$ cat config.mk
export PLATFORM = sky130hd
export DESIGN_NAME = rmq_fifo
export DESIGN_NICKNAME = d
export VERILOG_FILES = /design/src/rtl/rmq_pkg.sv /design/src/rtl/rmq_fifo.sv
export SDC_FILE = /design/constraint.sdc
export NUM_CORES = 1
export LEC_CHECK = 0
export BUFFER_PORTS_ARGS = -buffer_cell sky130_fd_sc_hd__buf_2
export CAP_MARGIN = 15
export CELL_PAD_IN_SITES_DETAIL_PLACEMENT = 0
export CELL_PAD_IN_SITES_GLOBAL_PLACEMENT = 1
export CORE_MARGIN = 1.5
export CORE_UTILIZATION = 33
export DETAILED_ROUTE_END_ITERATION = 12
export GPL_ROUTABILITY_DRIVEN = 0
export PLACE_DENSITY = 0.61
export SLEW_MARGIN = 0
export SYNTH_ARGS = -nofsm -noshare
export SYNTH_HDL_FRONTEND = slang
export SYNTH_SLANG_ARGS = --single-unit
$ cat constraint.sdc
create_clock -name clk -period 15.2 [get_ports clk]
set_clock_uncertainty 0.05 [all_clocks]
set_input_delay 1.52 -clock clk [delete_from_list [all_inputs] [get_ports clk]]
set_output_delay 1.52 -clock clk [all_outputs]
set_load 0.01 [all_outputs]
$ cat src/rtl/rmq_pkg.sv
package rmq_pkg;

    localparam int IN_W        = 16;
    localparam int MAG_W       = IN_W + 1;
    localparam int T_W         = 17;
    localparam int TS_W        = IN_W + 3;
    localparam int SQ_W        = 2 * MAG_W;
    localparam int FRAC_SH     = 14;
    localparam int DVD_W       = SQ_W + FRAC_SH;
    localparam int QUO_W       = 33;
    localparam int INIT_W      = DVD_W - QUO_W;
    localparam int DIV_STEPS   = QUO_W;
    localparam int ROOT_W      = 17;
    localparam int RAD_W       = 2 * ROOT_W;
    localparam int SRM_W       = ROOT_W + 2;
    localparam int SQRT_STEPS  = ROOT_W;
    localparam int NUM_LANES   = 4;
    localparam int FIFO_DEPTH  = 2;
    localparam int ONE_Q14     = 16384;
    localparam int OUT_POS_MAX = 32767;
    localparam int OUT_NEG_MAG = 32768;

    localparam int LANE_X = 0;
    localparam int LANE_Y = 1;
    localparam int LANE_Z = 2;
    localparam int LANE_W = 3;

    typedef logic signed [IN_W-1:0] elem_t;

    typedef struct packed {
        elem_t r00;
        elem_t r01;
        elem_t r02;
        elem_t r10;
        elem_t r11;
        elem_t r12;
        elem_t r20;
        elem_t r21;
        elem_t r22;
    } mat_t;

    typedef struct packed {
        elem_t quat_x;
        elem_t quat_y;
        elem_t quat_z;
        elem_t quat_w;
    } quat_t;

    typedef struct packed {
        logic [MAG_W-1:0] mag;
        logic             neg;
    } lane_t;

    typedef struct packed {
        logic [T_W-1:0]                t;
        lane_t [NUM_LANES-1:0]         lane;
    } cls_t;

endpackage

$ cat src/rtl/rmq_fifo.sv
module rmq_fifo #(
    parameter int DEPTH = rmq_pkg::FIFO_DEPTH
) (
    input  logic          clk,
    input  logic          rst_n,
    input  rmq_pkg::cls_t wr_data,
    input  logic          wr_valid,
    output logic          wr_ready,
    output rmq_pkg::cls_t rd_data,
    output logic          rd_valid,
    input  logic          rd_ready
);
    import rmq_pkg::*;

    localparam int PTR_W = (DEPTH > 1) ? $clog2(DEPTH) : 1;
    localparam int CNT_W = $clog2(DEPTH + 1);

    cls_t             slot_reg [DEPTH];
    logic [PTR_W-1:0] wr_ptr_reg, wr_ptr_next;
    logic [PTR_W-1:0] rd_ptr_reg, rd_ptr_next;
    logic [CNT_W-1:0] cnt_reg, cnt_next;
    logic             push, pop;

    assign wr_ready = cnt_reg != CNT_W'(DEPTH);
    assign rd_valid = cnt_reg != '0;
    assign push     = wr_valid && wr_ready;
    assign pop      = rd_valid && rd_ready;
    assign rd_data  = slot_reg[rd_ptr_reg];

    always_comb
    begin
        wr_ptr_next = wr_ptr_reg;
        rd_ptr_next = rd_ptr_reg;
        cnt_next    = cnt_reg;
        if (push)
            wr_ptr_next = (wr_ptr_reg == PTR_W'(DEPTH - 1)) ? '0 : wr_ptr_reg + 1'b1;
        if (pop)
            rd_ptr_next = (rd_ptr_reg == PTR_W'(DEPTH - 1)) ? '0 : rd_ptr_reg + 1'b1;
        if (push && !pop)
            cnt_next = cnt_reg + 1'b1;
        else if (pop && !push)
            cnt_next = cnt_reg - 1'b1;
    end

    always_ff @(posedge clk or negedge rst_n)
    begin
        if (!rst_n)
        begin
            wr_ptr_reg <= '0;
            rd_ptr_reg <= '0;
            cnt_reg    <= '0;
        end
        else
        begin
            wr_ptr_reg <= wr_ptr_next;
            rd_ptr_reg <= rd_ptr_next;
            cnt_reg    <= cnt_next;
        end
    end

    always_ff @(posedge clk)
    begin
        if (push)
            slot_reg[wr_ptr_reg] <= wr_data;
    end

    a_cnt_bound: assert property (@(posedge clk) disable iff (!rst_n)
        cnt_reg <= CNT_W'(DEPTH))
        else $error("queue count above depth");

    a_cnt_push: assert property (@(posedge clk) disable iff (!rst_n)
        (push && !pop) |=> cnt_reg == $past(cnt_reg) + 1'b1)
        else $error("queue count missed a push");

endmodule

-- After elaboration in Yosys (flattened, before gate mapping)
Memory sizes are Yosys's and may differ from the RTL's.
Index checks and enable logic that the tools add are counted.
- register bits after elaboration: 4
- bits in latches: 0
- memory bits (writable): 178
- ROM bits: 0
- bits of input ports: 93
- output and inout bits: 91
- logic and storage cells: 23
- memories: 1
- memories (memory ; words ; bits a word ; rd ports ; clocked after Yosys merged registers in ; wr ports ; RTL line ; text):
    slot_reg ; 2 ; 89 ; 1 ; 0 ; 1 ; rmq_fifo.sv:18 ; cls_t slot_reg [DEPTH];
- add/subtract/negate cells: 4
- $mul: 0
- div/mod/pow operators: 0
- $lt $le $gt $ge: 0
- equality and inequality tests: 1
- shift operators: 0
- muxes and demuxes: 6
- bitwise logic cells: 0
- reduce and logical (&&, ||, !) cells: 8
- operators by type and width (kind ; number):
    1-bit logical AND ; 4
    1-bit two-way mux ; 4
    2-bit two-way mux ; 2
    2-bit nonzero test ; 2
    1-bit adder, second input constant ; 2
    2-bit by 1-bit adder with 2-bit output, second input constant ; 1
    1-bit logical NOT ; 2
    2-bit inequality test, second input constant ; 1
    2-bit by 1-bit subtractor with 2-bit output, second input constant ; 1

-- Longest topological paths before layout
- depth after elaboration: 6
- gate-level depth with buffers: 7
- depth with buffers taken out: 7

-- Worst setup path after synthesis
Ideal clock, no wire load.
- path type: input -> register
- start: input port wr_valid
- end: memory slot_reg[0][0] (netlist name) (enable)
- setup time: 537 ps
- data arrival time: 5320 ps
- required time: 14613 ps
- slack: 9293 ps
- stages: 2
- buffers on the path: 0
- cells stage by stage: nand2_1 -> nor2_1
- word-level cells in the longest chain between the ends: 3
- RTL lines (what ; RTL line ; text):
    start, declared ; rmq_fifo.sv:7 ; input logic wr_valid,
    1-bit logical AND ; rmq_fifo.sv:26 ; assign push = wr_valid && wr_ready;
    1-bit two-way mux ; rmq_fifo.sv:63 ; if (push)
    1-bit two-way mux (not written as such) ; rmq_fifo.sv:64 ; slot_reg[wr_ptr_reg] <= wr_data;
    end, declared ; rmq_fifo.sv:18 ;
Every way passes these cells.

==> impl_metrics.json <==
{
  "run_status": "complete, no violations",
  "rows": 53,
  "dpl-instance-area_um2": 8170,
  "cp_data_required_time_ns": 13.63,
  "synth_top_family_by_area": "multiplexers",
  "floorplan.die_area_um2": 22300,
  "yosys.area_share.adder_pct": 0.177,
  "holdBufCountCts": 0,
  "yosys_register_bits": 182,
  "mostFrequentLayoutCell": "sky130_fd_sc_hd__buf_2",
  "tritoncts_clock_tree": "built",
  "layout_min_cycle_time_ns": 4.34,
  "clock_tree.buffer_depth": 2,
  "setup-tns-final_ns": 0,
  "final_cell_mix": "sky130_fd_sc_hd__buf_2, sky130_fd_sc_hd__edfxtp_1, sky130_fd_sc_hd__mux2_4",
  "grt_setup_unrepaired": "false",
  "placed_cells": 746,
  "vdd_drop_max_v": 0.000101,
  "routed_wire_length_per_instance_um": 16.2,
  "worst_case_setup_margin_in_the_final_layout_ns": 10.86,
  "floorplan.initialDensity_pct": 33.6,
  "synth_top_cells_by_area": "sky130_fd_sc_hd__edfxtp_1, sky130_fd_sc_hd__mux2_4, sky130_fd_sc_hd__buf_12, sky130_fd_sc_hd__dfrtp_1, sky130_fd_sc_hd__xnor2_1",
  "clock_input_transition_at_the_sequential_cells_of_the_worst_setup_and_hold_paths_ns": 0.06,
  "first_pass_iters": 4,
  "yosysSeqAreaShare_pct": 77.1,
  "synth_xor_xnor_area_share_pct": 0.620,
  "worst_path_fanout_max": 49,
  "die_width_um": 149,
  "layout-drive-gt1-share_pct": 61.0,
  "netlist.top_cell.by_area": "sky130_fd_sc_hd__edfxtp_1",
  "finalHoldWorstSlack_ns": 0.440,
  "syn_to_final_growth_pct": 23.9,
  "track_usage_pct": 11.5,
  "synthesis.nets": 389,
  "hold_path.class": "flip-flop to flip-flop",
  "drt_first_iter_violations": 123,
  "finalInstanceArea_um2": 8760,
  "fin_crit_sh_pct": 28.5,
  "io_pins": 184,
  "max_clock_freq_mhz": 231,
  "core_area_um2": 21000,
  "simple_gate_fraction_of_synth_area_pct": 0.478,
  "timing.setup.critical_path_class": "flip-flop to output port",
  "synthDominantCellAreaShare_pct": 75.6,
  "final_hold_viol_count": 0,
  "route.detailed.vias_per_inst": 4.32,
  "post_synth_num_cell_types": 14,
  "htree_levels": 4,
  "cts_post_setup_buffers_inserted": 0,
  "cts_buffers": 17,
  "synthCells": 295,
  "post_cts_resized": 0,
  "post_synthesis_cell_area_um2": 7070,
  "grt_antenna_before_repair": 2,
  "worstMarginPinSlew_ns": 0.984,
  "total_leakage_power_nw": 3.49,
  "die_height_um": 149,
  "io_buffer_count": 183,
  "clock_tree_root_driver_cell": "sky130_fd_sc_hd__clkbuf_16",
  "dp_slack_ns": 11.21,
  "critical_path.endpoint_type": "output port",
  "antenna_left": 0,
  "setup-violations-final": 0,
  "maxCapViolations": 0,
  "synth.mux.area_fraction_pct": 18.9,
  "timing.critical_path.arrival_ns": 2.77,
  "post_synth.cell_area_avg_um2": 24.0,
  "largest_register_ffs": 178,
  "synth_compound_area_share_pct": 0,
  "design.final.nets": 584,
  "ys.warnings.count": 0,
  "drc_errors": 0,
  "tritoncts_num_sinks": 182,
  "grt_pass1_vias": 3545,
  "globalRouteOverflowTotal": 0,
  "power_density_nw_per_um2": 194,
  "grt_first_pass_wirelength_um": 19000,
  "regToRegSetupSlack_ns": 12.59,
  "detail_route.wirelength_um": 12700,
  "timing.critical_path.from_type": "flip-flop",
  "via_count": 3367,
  "drv_slew": 0,
  "post_layout_nonfiller_instances": 779,
  "insertion_delay_ns": 0.41,
  "pin_count_of_the_biggest_net_entering_global_routing": 70,
  "relative_max_transition_margin_pct": 34.4,
  "hpwl_um": 8150
}
==> area by class of cell <==
type	instances	area (µm²)
Fill cell	1888	12300
Clock buffer	20	437
Sequential cell	182	5450
Clock inverter	12	144
Multi-Input combinational cell	102	1440
Tap cell	275	344
Antenna cell	1	2.50
Inverter	1	3.75
Timing Repair Buffer	186	938
==> stage by stage <==
stage	utilization, %	power, W
final	41.7	0.00170
after global routing	41.6	0.00179
after CTS	41.6	0.00174
after detailed placement	38.9	0.00130
after global placement	38.9	0.00129
after floorplan	-	0.00116
==> path summary, 6_finish.rpt <==
path	startpoint	depth (start not counted)	endpoint
min in group asynchronous	rst_n	1	wr_ptr_reg$_DFFE_PN0P_
min	cnt_reg[1]$_DFFE_PN0P_	1	cnt_reg[1]$_DFFE_PN0P_
min reg2reg	cnt_reg[1]$_DFFE_PN0P_	1	cnt_reg[1]$_DFFE_PN0P_
max	rd_ptr_reg$_DFFE_PN0P_	3	rd_data[10]
max in group asynchronous	rst_n	1	rd_ptr_reg$_DFFE_PN0P_
max reg2reg	cnt_reg[0]$_DFFE_PN0P_	4	slot_reg[0][13]$_DFFE_PP_
==> cells in the mapped netlist, drive strengths merged <==
cell type,number
and3,1
buf,10
dfrtp,4
edfxtp,178
ha,1
inv,1
mux2,89
nand2,2
nand2b,1
nor2,2
or2,1
xnor2,3
xor2,2
==> power breakdown <==
part           switching [W]  leakage (nW)  internal [W]  total (W)
Combinational       0.000241          1.51      0.000275   0.000515
Clock               0.000190         0.278      0.000246   0.000435
Sequential         0.0000632          1.70      0.000688   0.000751
Total               0.000494          3.49       0.00121    0.00170
==> kinds of logic after synthesis <==
family                     count (synthesis)
adders and majority gates                  1
DFF                                      182
buffers and inverters                     11
muxes                                     89
and+or+nand+nor                            7
xor gates and xnor gates                   5
==> metal layers <==
layer	track usage (%)	vias to the layer above	share of wire, %	routed length, µm
li1	-	1556	-	-
met1	14.0	1676	42	5300
met2	18.5	114	49	6180
met3	4.28	19	7.5	955
met4	4.60	2	1.6	207
met5	0	-	0.15	19
==> critical path, stage by stage (launching register included) <==
cell                      delay, ns
sky130_fd_sc_hd__dfrtp_4       1.04
sky130_fd_sc_hd__buf_4         0.78
sky130_fd_sc_hd__mux2_4        0.36
sky130_fd_sc_hd__buf_2         0.14
Note: power is estimated with default switching activity, not from simulation.
