[config.mk]
export PLATFORM = sky130hd
export DESIGN_NAME = rmq_front_flat
export DESIGN_NICKNAME = d
export VERILOG_FILES = /design/src/rtl/rmq_pkg.sv /design/src/rtl/rmq_chan_if.sv /design/src/rtl/rmq_front.sv /design/src/flat_wrapper.sv
export SDC_FILE = /design/constraint.sdc
export NUM_CORES = 1
export LEC_CHECK = 0
export ABC_AREA = 0
export BUFFER_PORTS_ARGS = -buffer_cell sky130_fd_sc_hd__buf_2
export CORE_ASPECT_RATIO = 0.7
export CORE_UTILIZATION = 34
export CTS_CLUSTER_DIAMETER = 50
export DETAILED_ROUTE_END_ITERATION = 8
export PLACE_DENSITY_LB_ADDON = 0.25
export SKIP_CTS_REPAIR_TIMING = 1
export SYNTH_ARGS = -nofsm -noshare
export SYNTH_HDL_FRONTEND = slang
export SYNTH_SLANG_ARGS = --single-unit
[constraint.sdc]
create_clock -name clk -period 1.15 [get_ports clk]
set_input_delay 0.0575 -clock clk [delete_from_list [all_inputs] [get_ports clk]]
set_output_delay 0.0575 -clock clk [all_outputs]
set_load 0.03 [all_outputs]
[src/rtl/rmq_pkg.sv]
package rmq_pkg;

    localparam int IN_W        = 16;
    localparam int MAG_W       = IN_W + 1;
    localparam int T_W         = 17;
    localparam int TS_W        = IN_W + 3;
    localparam int SQ_W        = 2 * MAG_W;
    localparam int FRAC_SH     = 14;
    localparam int DVD_W       = SQ_W + FRAC_SH;
    localparam int QUO_W       = 33;
    localparam int INIT_W      = DVD_W - QUO_W;
    localparam int DIV_STEPS   = QUO_W;
    localparam int ROOT_W      = 17;
    localparam int RAD_W       = 2 * ROOT_W;
    localparam int SRM_W       = ROOT_W + 2;
    localparam int SQRT_STEPS  = ROOT_W;
    localparam int NUM_LANES   = 4;
    localparam int FIFO_DEPTH  = 2;
    localparam int ONE_Q14     = 16384;
    localparam int OUT_POS_MAX = 32767;
    localparam int OUT_NEG_MAG = 32768;

    localparam int LANE_X = 0;
    localparam int LANE_Y = 1;
    localparam int LANE_Z = 2;
    localparam int LANE_W = 3;

    typedef logic signed [IN_W-1:0] elem_t;

    typedef struct packed {
        elem_t r00;
        elem_t r01;
        elem_t r02;
        elem_t r10;
        elem_t r11;
        elem_t r12;
        elem_t r20;
        elem_t r21;
        elem_t r22;
    } mat_t;

    typedef struct packed {
        elem_t quat_x;
        elem_t quat_y;
        elem_t quat_z;
        elem_t quat_w;
    } quat_t;

    typedef struct packed {
        logic [MAG_W-1:0] mag;
        logic             neg;
    } lane_t;

    typedef struct packed {
        logic [T_W-1:0]                t;
        lane_t [NUM_LANES-1:0]         lane;
    } cls_t;

endpackage

[src/rtl/rmq_chan_if.sv]
interface rmq_chan_if #(parameter type payload_t = logic);
    logic     valid;
    logic     ready;
    payload_t data;

    modport source (output valid, output data, input ready);
    modport sink (input valid, input data, output ready);
endinterface

[src/rtl/rmq_front.sv]
module rmq_front (
    input  logic          clk,
    input  logic          rst_n,
    rmq_chan_if.sink      mat,
    output rmq_pkg::cls_t cls,
    output logic          cls_valid,
    input  logic          cls_ready
);
    import rmq_pkg::*;

    function automatic lane_t to_lane(input logic signed [MAG_W-1:0] v);
        lane_t res;
        res.neg = v[MAG_W-1];
        res.mag = v[MAG_W-1] ? MAG_W'(-v) : MAG_W'(v);
        return res;
    endfunction

    function automatic lane_t root_lane(input logic signed [TS_W-1:0] t);
        lane_t res;
        res.neg = 1'b0;
        res.mag = MAG_W'(t);
        return res;
    endfunction

    function automatic logic signed [MAG_W-1:0] sub_el(input elem_t a, input elem_t b);
        return MAG_W'(a) - MAG_W'(b);
    endfunction

    function automatic logic signed [MAG_W-1:0] add_el(input elem_t a, input elem_t b);
        return MAG_W'(a) + MAG_W'(b);
    endfunction

    mat_t                   m;
    logic                   vld_reg, vld_next;
    cls_t                   cls_reg, cls_next;
    logic                   accept;
    logic signed [TS_W-1:0] tr, t_tr, t_x, t_y, t_z;
    logic                   lead_y, lead_z;

    assign m         = mat.data;
    assign mat.ready = !vld_reg || cls_ready;
    assign accept    = mat.valid && mat.ready;
    assign cls       = cls_reg;
    assign cls_valid = vld_reg;

    always_comb
    begin
        tr     = TS_W'(m.r00) + TS_W'(m.r11) + TS_W'(m.r22);
        t_tr   = tr + TS_W'(ONE_Q14);
        t_x    = TS_W'(m.r00) - TS_W'(m.r11) - TS_W'(m.r22) + TS_W'(ONE_Q14);
        t_y    = TS_W'(m.r11) - TS_W'(m.r22) - TS_W'(m.r00) + TS_W'(ONE_Q14);
        t_z    = TS_W'(m.r22) - TS_W'(m.r00) - TS_W'(m.r11) + TS_W'(ONE_Q14);
        // ties keep the lower index
        lead_y = m.r11 > m.r00;
        lead_z = m.r22 > (lead_y ? m.r11 : m.r00);

        cls_next = cls_reg;
        priority if (!tr[TS_W-1] && tr != '0)
        begin
            cls_next.t              = T_W'(t_tr);
            cls_next.lane[LANE_W]   = root_lane(t_tr);
            cls_next.lane[LANE_X]   = to_lane(sub_el(m.r12, m.r21));
            cls_next.lane[LANE_Y]   = to_lane(sub_el(m.r20, m.r02));
            cls_next.lane[LANE_Z]   = to_lane(sub_el(m.r01, m.r10));
        end
        else if (lead_z)
        begin
            cls_next.t              = T_W'(t_z);
            cls_next.lane[LANE_Z]   = root_lane(t_z);
            cls_next.lane[LANE_W]   = to_lane(sub_el(m.r01, m.r10));
            cls_next.lane[LANE_X]   = to_lane(add_el(m.r20, m.r02));
            cls_next.lane[LANE_Y]   = to_lane(add_el(m.r21, m.r12));
        end
        else if (lead_y)
        begin
            cls_next.t              = T_W'(t_y);
            cls_next.lane[LANE_Y]   = root_lane(t_y);
            cls_next.lane[LANE_W]   = to_lane(sub_el(m.r20, m.r02));
            cls_next.lane[LANE_Z]   = to_lane(add_el(m.r12, m.r21));
            cls_next.lane[LANE_X]   = to_lane(add_el(m.r10, m.r01));
        end
        else
        begin
            cls_next.t              = T_W'(t_x);
            cls_next.lane[LANE_X]   = root_lane(t_x);
            cls_next.lane[LANE_W]   = to_lane(sub_el(m.r12, m.r21));
            cls_next.lane[LANE_Y]   = to_lane(add_el(m.r01, m.r10));
            cls_next.lane[LANE_Z]   = to_lane(add_el(m.r02, m.r20));
        end
    end

    always_comb
    begin
        if (accept)
            vld_next = 1'b1;
        else if (cls_ready)
            vld_next = 1'b0;
        else
            vld_next = vld_reg;
    end

    always_ff @(posedge clk or negedge rst_n)
    begin
        if (!rst_n)
            vld_reg <= 1'b0;
        else
            vld_reg <= vld_next;
    end

    always_ff @(posedge clk)
    begin
        if (accept)
            cls_reg <= cls_next;
    end

endmodule

[src/flat_wrapper.sv]
// flat-port wrapper written by rule: the top's interface ports become plain ports
module rmq_front_flat import rmq_pkg::*;
  (clk, rst_n, cls, cls_valid, cls_ready, mat_valid, mat_data, mat_ready);
  rmq_chan_if mat_i ();
  input  logic clk;
  input  logic rst_n;
  output rmq_pkg::cls_t cls;
  output logic cls_valid;
  input  logic cls_ready;
  input wire logic [$bits(mat_i.valid)-1:0] mat_valid;
  input wire logic [$bits(mat_i.data)-1:0] mat_data;
  output wire logic [$bits(mat_i.ready)-1:0] mat_ready;
  assign mat_i.valid = mat_valid;
  assign mat_i.data = mat_data;
  assign mat_ready = mat_i.ready;
  rmq_front u_core (.clk(clk), .rst_n(rst_n), .mat(mat_i), .cls(cls), .cls_valid(cls_valid), .cls_ready(cls_ready));
endmodule
# Yosys cells after proc, flatten, opt, wreduce, memory -nomap -nowiden
# Index checks and enable logic that the tools add are counted.
# totals
regBits	90
inputBits	5
out_inout_bits	91
elab_cells	25
# classes
addsub	3
order_cmp	1
mux	4
n_bitwise	1
n_reduce_logical	6
# op_table
op	n
two-way mux 89 bit	2
adder 17 x 16 -> 17 bit (second input constant)	1
adder 1 x 15 -> 16 bit (second input constant)	1
OR reduction 2 bit	2
two-way mux 1 bit	2
nonzero test 2 bit	1
subtractor 1 x 1 -> 2 bit (first input constant)	1
> comparator 1 bit (second input constant)	1
logical AND 1 bit	1
logical NOT 1 bit	1
logical OR 1 bit	1
inverter 1 bit	1

# Longest topological paths before layout
# Gate-level depths: netlist of run 1.
# logic_depth
word_depth	4
depth_mapped	2
depth_no_buf	2

# Worst setup path before layout of run 1
# OpenSTA, ideal clock, no wires.
# synth_timing
path_type	register to output
startpoint	reg, netlist name u_core.cls[84]
endpoint	out cls[10] (netlist name)
arrival_ns	1.168
required_ns	1.092
setup_slack_ns	-0.075
stages_incl_launch_ff	2
n_path_buf	1
path_cell_list	edfxtp_1 > buf_4
# synth_rtl
element	line	text
to (decl)	flat_wrapper.sv:7	output rmq_pkg::cls_t cls;

==> results of run 1 <==
[layout by cell type, fill, tap and decap left out]
cell type      count
and2_4             1
buf_2             38
buf_4              2
clkbuf_1           1
clkbuf_4           3
conb_1            59
dfrtp_2            1
dlygate4sd3_1      1
edfxtp_1           5
inv_1              1
nand2b_1           1
nand2b_4           1
[worst min-delay path by stage]
stage / start / end / slack [ps]
CTS: rst_n / u_core.cls_valid$_DFFE_PN0P_ / -430
global placement: rst_n / u_core.cls_valid$_DFFE_PN0P_ / -170
detailed placement: rst_n / u_core.cls_valid$_DFFE_PN0P_ / -170
global route: mat_data / u_core.cls[72]$_SDFFCE_PP1P_ / 20
floorplan: rst_n / u_core.cls_valid$_DFFE_PN0P_ / -240
finish: mat_valid / u_core.cls_valid$_DFFE_PN0P_ / 20
[critical path: stages (launching register included)]
cell and delay [ps]:
edfxtp_1 380, buf_4 180, buf_2 180
[stage by stage]
step	total power, mW	cells	worst slack [ps]	instance area [sq um]
final	0.943	146	102	712
after global routing	1.00	146	40.5	712
after CTS	0.953	145	73.2	702
after detailed placement	0.733	141	194	676
after global placement	0.731	141	215	676
after floorplan	0.879	154	-75.1	1060
[per-layer routing]
layer	vias up	track usage	routed length [microns]
met4	0	0.0400	0
met1	158	0.0397	217
met2	46	0.0796	478
li1	182	-	-
met5	-	0	0
met3	0	0.0269	119
[cell families after synthesis]
logic type	Yosys count	share of synthesized area
other cells	2	0.00884
simple gates	3	0.0339
buf+inv	86	0.751
flops	6	0.206
[report_power, final]
part | total [mW] | switching, mW | internal, mW
clock network | 0.210 | 0.0787 | 0.132
registers | 0.257 | 0.00551 | 0.251
logic | 0.475 | 0.414 | 0.0613
total | 0.943 | 0.498 | 0.444
[area by class of cell]
type	count	area [sq um]
Fill cell	251	1550
Multi-Input combinational cell	62	250
Timing Repair Buffer	41	215
Sequential cell	6	176
Tap cell	32	40.0
Clock buffer	4	26.3
Inverter	1	3.75
[cell usage after synthesis]
cell type / number
nand2b_4: 1
and2_4: 1
nand2b_1: 1
dfrtp_1: 1
conb_1: 2
inv_1: 1
buf_4: 84
clkbuf_1: 1
edfxtp_1: 5
==> flow_metrics.tcl, run 1 <==
set metrics [dict create \
    worstHoldPathCells 2 \
    diodes 0 \
    crit_start "u_core.cls[84]$_SDFFCE_PP0P_" \
    powerDensity_nw_per_um2 1320 \
    crit_end "cls[74]" \
    synth_cell_types 9 \
    worstSetupEndpointType "primary output" \
    syn_area_sq_um 850 \
    setup_violations 0 \
    r2r_start "u_core.cls_valid$_DFFE_PN0P_" \
    cp-start-kind "register" \
    synth-seq-area-share 0.206 \
    netlist_instances 97 \
    io_pins 96 \
    synth_seq_cells 6 \
    dp_hpwl_microns 723 \
    core_sq_um 2260 \
    cts_tree "yes" \
    clk_pin_slew_ps 50 \
    synth_area_per_cell_sq_um 8.76 \
    cts_buffers 3 \
    cts_buffer_depth 2 \
    htree_levels 1 \
    period_minus_slack_ps 1050 \
    fin_skew_ps 7.40 \
    finalCritPeriodShare 0.911 \
    first_pass_iters 1 \
    static-leakage-power_nw 0.447 \
    synthTopCellsByArea "buf_4, edfxtp_1, dfrtp_1, nand2b_4, and2_4" \
    fmax_mhz 955 \
    critical_path_class "reg -> out" \
    fp.dieH_microns 43.8 \
    peakVddDrop_mv 0.389 \
    grt_usage 0.0473 \
    tns_ps 0 \
    grt_pass1_wl_microns 848 \
    yosys.area.top_type "buf_4" \
    netlist.area_leader.share 0.742 \
    clkLatencyLatePin_ps 240 \
    antenna_found_initial 0 \
    syn2layout_area_growth_pct -16.2 \
    drv_slew 0 \
    cap_violations 0 \
    grt_overflow 0 \
    reg2reg_to "u_core.cls[55]$_DFFE_PP_" \
    wl_microns 814 \
    largest_register_ffs 5 \
    crit_arrival_ps 990 \
    vias 386 \
    cts_root_buf "clkbuf_4" \
    first_iter_violations 0 \
    rr_worst_depth 2 \
    rrSetupSlack_ps 190 \
    die_w_microns 61.7 \
    wl_per_cell_microns 5.58 \
    dieArea_sq_um 2710 \
    cts.sinks 6 \
    hold_slack_ps 23.4 \
    io_buffers 38 \
    rsz0062_at_grt "false" \
    grt_max_degree 16 \
    synth_warnings 0 \
    fp-row-count 14 \
    drcViolationCount 0 \
    cp.required_ps 1090 \
    initial_core_util 0.376 \
    nets 120 \
    hold_viol_final 0 \
    cp_max_fo 15 \
    vias_per_cell 2.64 \
    min_path_type "in -> reg" \
    antenna_left 0 \
    grt_pass1_vias 202 \
    fin_util 0.315 \
    drive_above_1_share 0.404 \
    outcome "finished, final reports clean" \
    gp_congestion 0.573 \
]
No activity file was read; power rests on OpenSTA's default activity.
==> run 2: changes to the inputs <==
--- a/config.mk
+++ b/config.mk
@@ -11,7 +11,7 @@
 export CORE_UTILIZATION = 34
 export CTS_CLUSTER_DIAMETER = 50
 export DETAILED_ROUTE_END_ITERATION = 8
-export PLACE_DENSITY_LB_ADDON = 0.25
+export PLACE_DENSITY_LB_ADDON = 0.12
 export SKIP_CTS_REPAIR_TIMING = 1
 export SYNTH_ARGS = -nofsm -noshare
 export SYNTH_HDL_FRONTEND = slang
==> run 2 against run 1 <==
Cell area increased by 1.1%. Clock skew decreased by 2.4 ps. Via count increased by 6.2%. First-iteration DRC count increased by 3. Flip-flop and latch count unchanged. Clock-buffer cell count unchanged. Register-to-register slack about the same.
==> flow_metrics.tcl, run 2 (synthesis gave the netlist of run 1 again) <==
set metrics [dict create \
    cp_max_fo 13 \
    drv_slew 0 \
    first_pass_iters 2 \
    io_buffers 38 \
    fp-row-count 14 \
    cp-start-kind "register" \
    largest_register_ffs 5 \
    powerDensity_nw_per_um2 1320 \
    slowest_stage "edfxtp_1" \
    drive_above_1_share 0.409 \
    path_cells "clkbuf_4 > buf_2" \
    grt_overflow 0 \
    clk_pin_slew_ps 50 \
    finalCritPeriodShare 0.942 \
    cts_tree "yes" \
    wl_microns 922 \
    gp_congestion 0.592 \
    first_iter_violations 3 \
    dr_wl_met3_microns 123 \
    static-leakage-power_nw 0.452 \
    wl_met2_microns 485 \
    final_common_cell "conb_1" \
    initial_core_util 0.376 \
    setup_violations 0 \
    wl_per_cell_microns 6.27 \
    cp.required_ps 1090 \
    dp_cells 139 \
    diodes 0 \
    nets 121 \
    stdcell_count 147 \
    final_cell_mix "conb_1, buf_2, edfxtp_1, clkbuf_4, buf_4" \
    hold_viol_final 0 \
    fp.dieH_microns 43.8 \
    grt_usage 0.0578 \
    dieArea_sq_um 2710 \
    cts_root_buf "clkbuf_4" \
    grt_pass1_vias 210 \
    outcome "finished, final reports clean" \
    dp_hpwl_microns 706 \
    fmax_mhz 923 \
    period_minus_slack_ps 1080 \
    dp_slack_ps 74.2 \
    min_path_type "in -> reg" \
    hold_slack_ps 24.5 \
    crit_buf_inv 2 \
    grt_max_degree 28 \
    grt_pass1_wl_microns 1000 \
    peakVddDrop_mv 0.407 \
    setup_ws_ps 66.9 \
    io_pins 96 \
    antenna_found_initial 0 \
    fin_skew_ps 4.99 \
    cts_buffer_depth 2 \
    wl_met1_microns 305 \
    rsz0062_at_grt "false" \
    crit_path_max_incr_delay_ps 400 \
    die_w_microns 61.7 \
    critical_path_class "reg -> out" \
    clkLatencyLatePin_ps 250 \
    total_power_mw 0.947 \
    syn2layout_area_growth_pct -15.3 \
    cts_buffers 3 \
    htree_levels 1 \
    cts.sinks 6 \
    drcViolationCount 0 \
    vias 410 \
    vias_per_cell 2.79 \
    worstSetupEndpointType "primary output" \
    antenna_left 0 \
    crit_family "flip-flops" \
    cap_violations 0 \
    core_sq_um 2260 \
    crit_arrival_ps 1030 \
    top_layer "met4" \
]
run 2: changes by cell type in the layout (fill, tap and decap cells not counted):
cell and change:
clkbuf_4 +1
run 2: where the power goes:
| group | internal [mW] | switching [mW] | total [mW] |
|---|---|---|---|
| sequential | 0.252 | 0.00610 | 0.258 |
| combinational | 0.0632 | 0.416 | 0.479 |
| clock | 0.132 | 0.0787 | 0.210 |
| total | 0.446 | 0.501 | 0.947 |
run 2: worst paths after layout:
path	from	to	slack, ps	cells after the start
min in group asynchronous	rst_n	u_core.cls_valid$_DFFE_PN0P_	110	2
worst min register to register	u_core.cls_valid$_DFFE_PN0P_	u_core.cls_valid$_DFFE_PN0P_	530	2
worst max register to register	u_core.cls_valid$_DFFE_PN0P_	u_core.cls[55]$_DFFE_PP_	190	2
worst max-delay path	u_core.cls[84]$_SDFFCE_PP0P_	cls[79]	70	2
worst min-delay path	mat_data	u_core.cls[72]$_SDFFCE_PP1P_	20	1
max in group asynchronous	rst_n	u_core.cls_valid$_DFFE_PN0P_	940	2
run 2: final cells by class:
cell class	count	area, sq um
clock buffer	4	26.3
fill	245	1540
inverter	1	3.75
multi-input combinational	62	250
sequential	6	176
tap	32	40.0
timing repair buffer	42	223
run 2: metal layers:
metal	vias up	GRT usage
met5	-	0
met4	0	0.0400
met3	2	0.0507
li1	186	-
met2	48	0.0753
met1	174	0.0597
run 2: metrics by stage:
step / utilization / setup TNS, ps / cell area, sq um
2_1_floorplan: - / -1950 / 1060
3_3_place_gp: 0.292 / 0 / 661
3_5_place_dp: 0.292 / 0 / 661
4_1_cts: 0.304 / -5240 / 687
5_1_grt: 0.318 / 0 / 719
6_report: 0.318 / 0 / 719
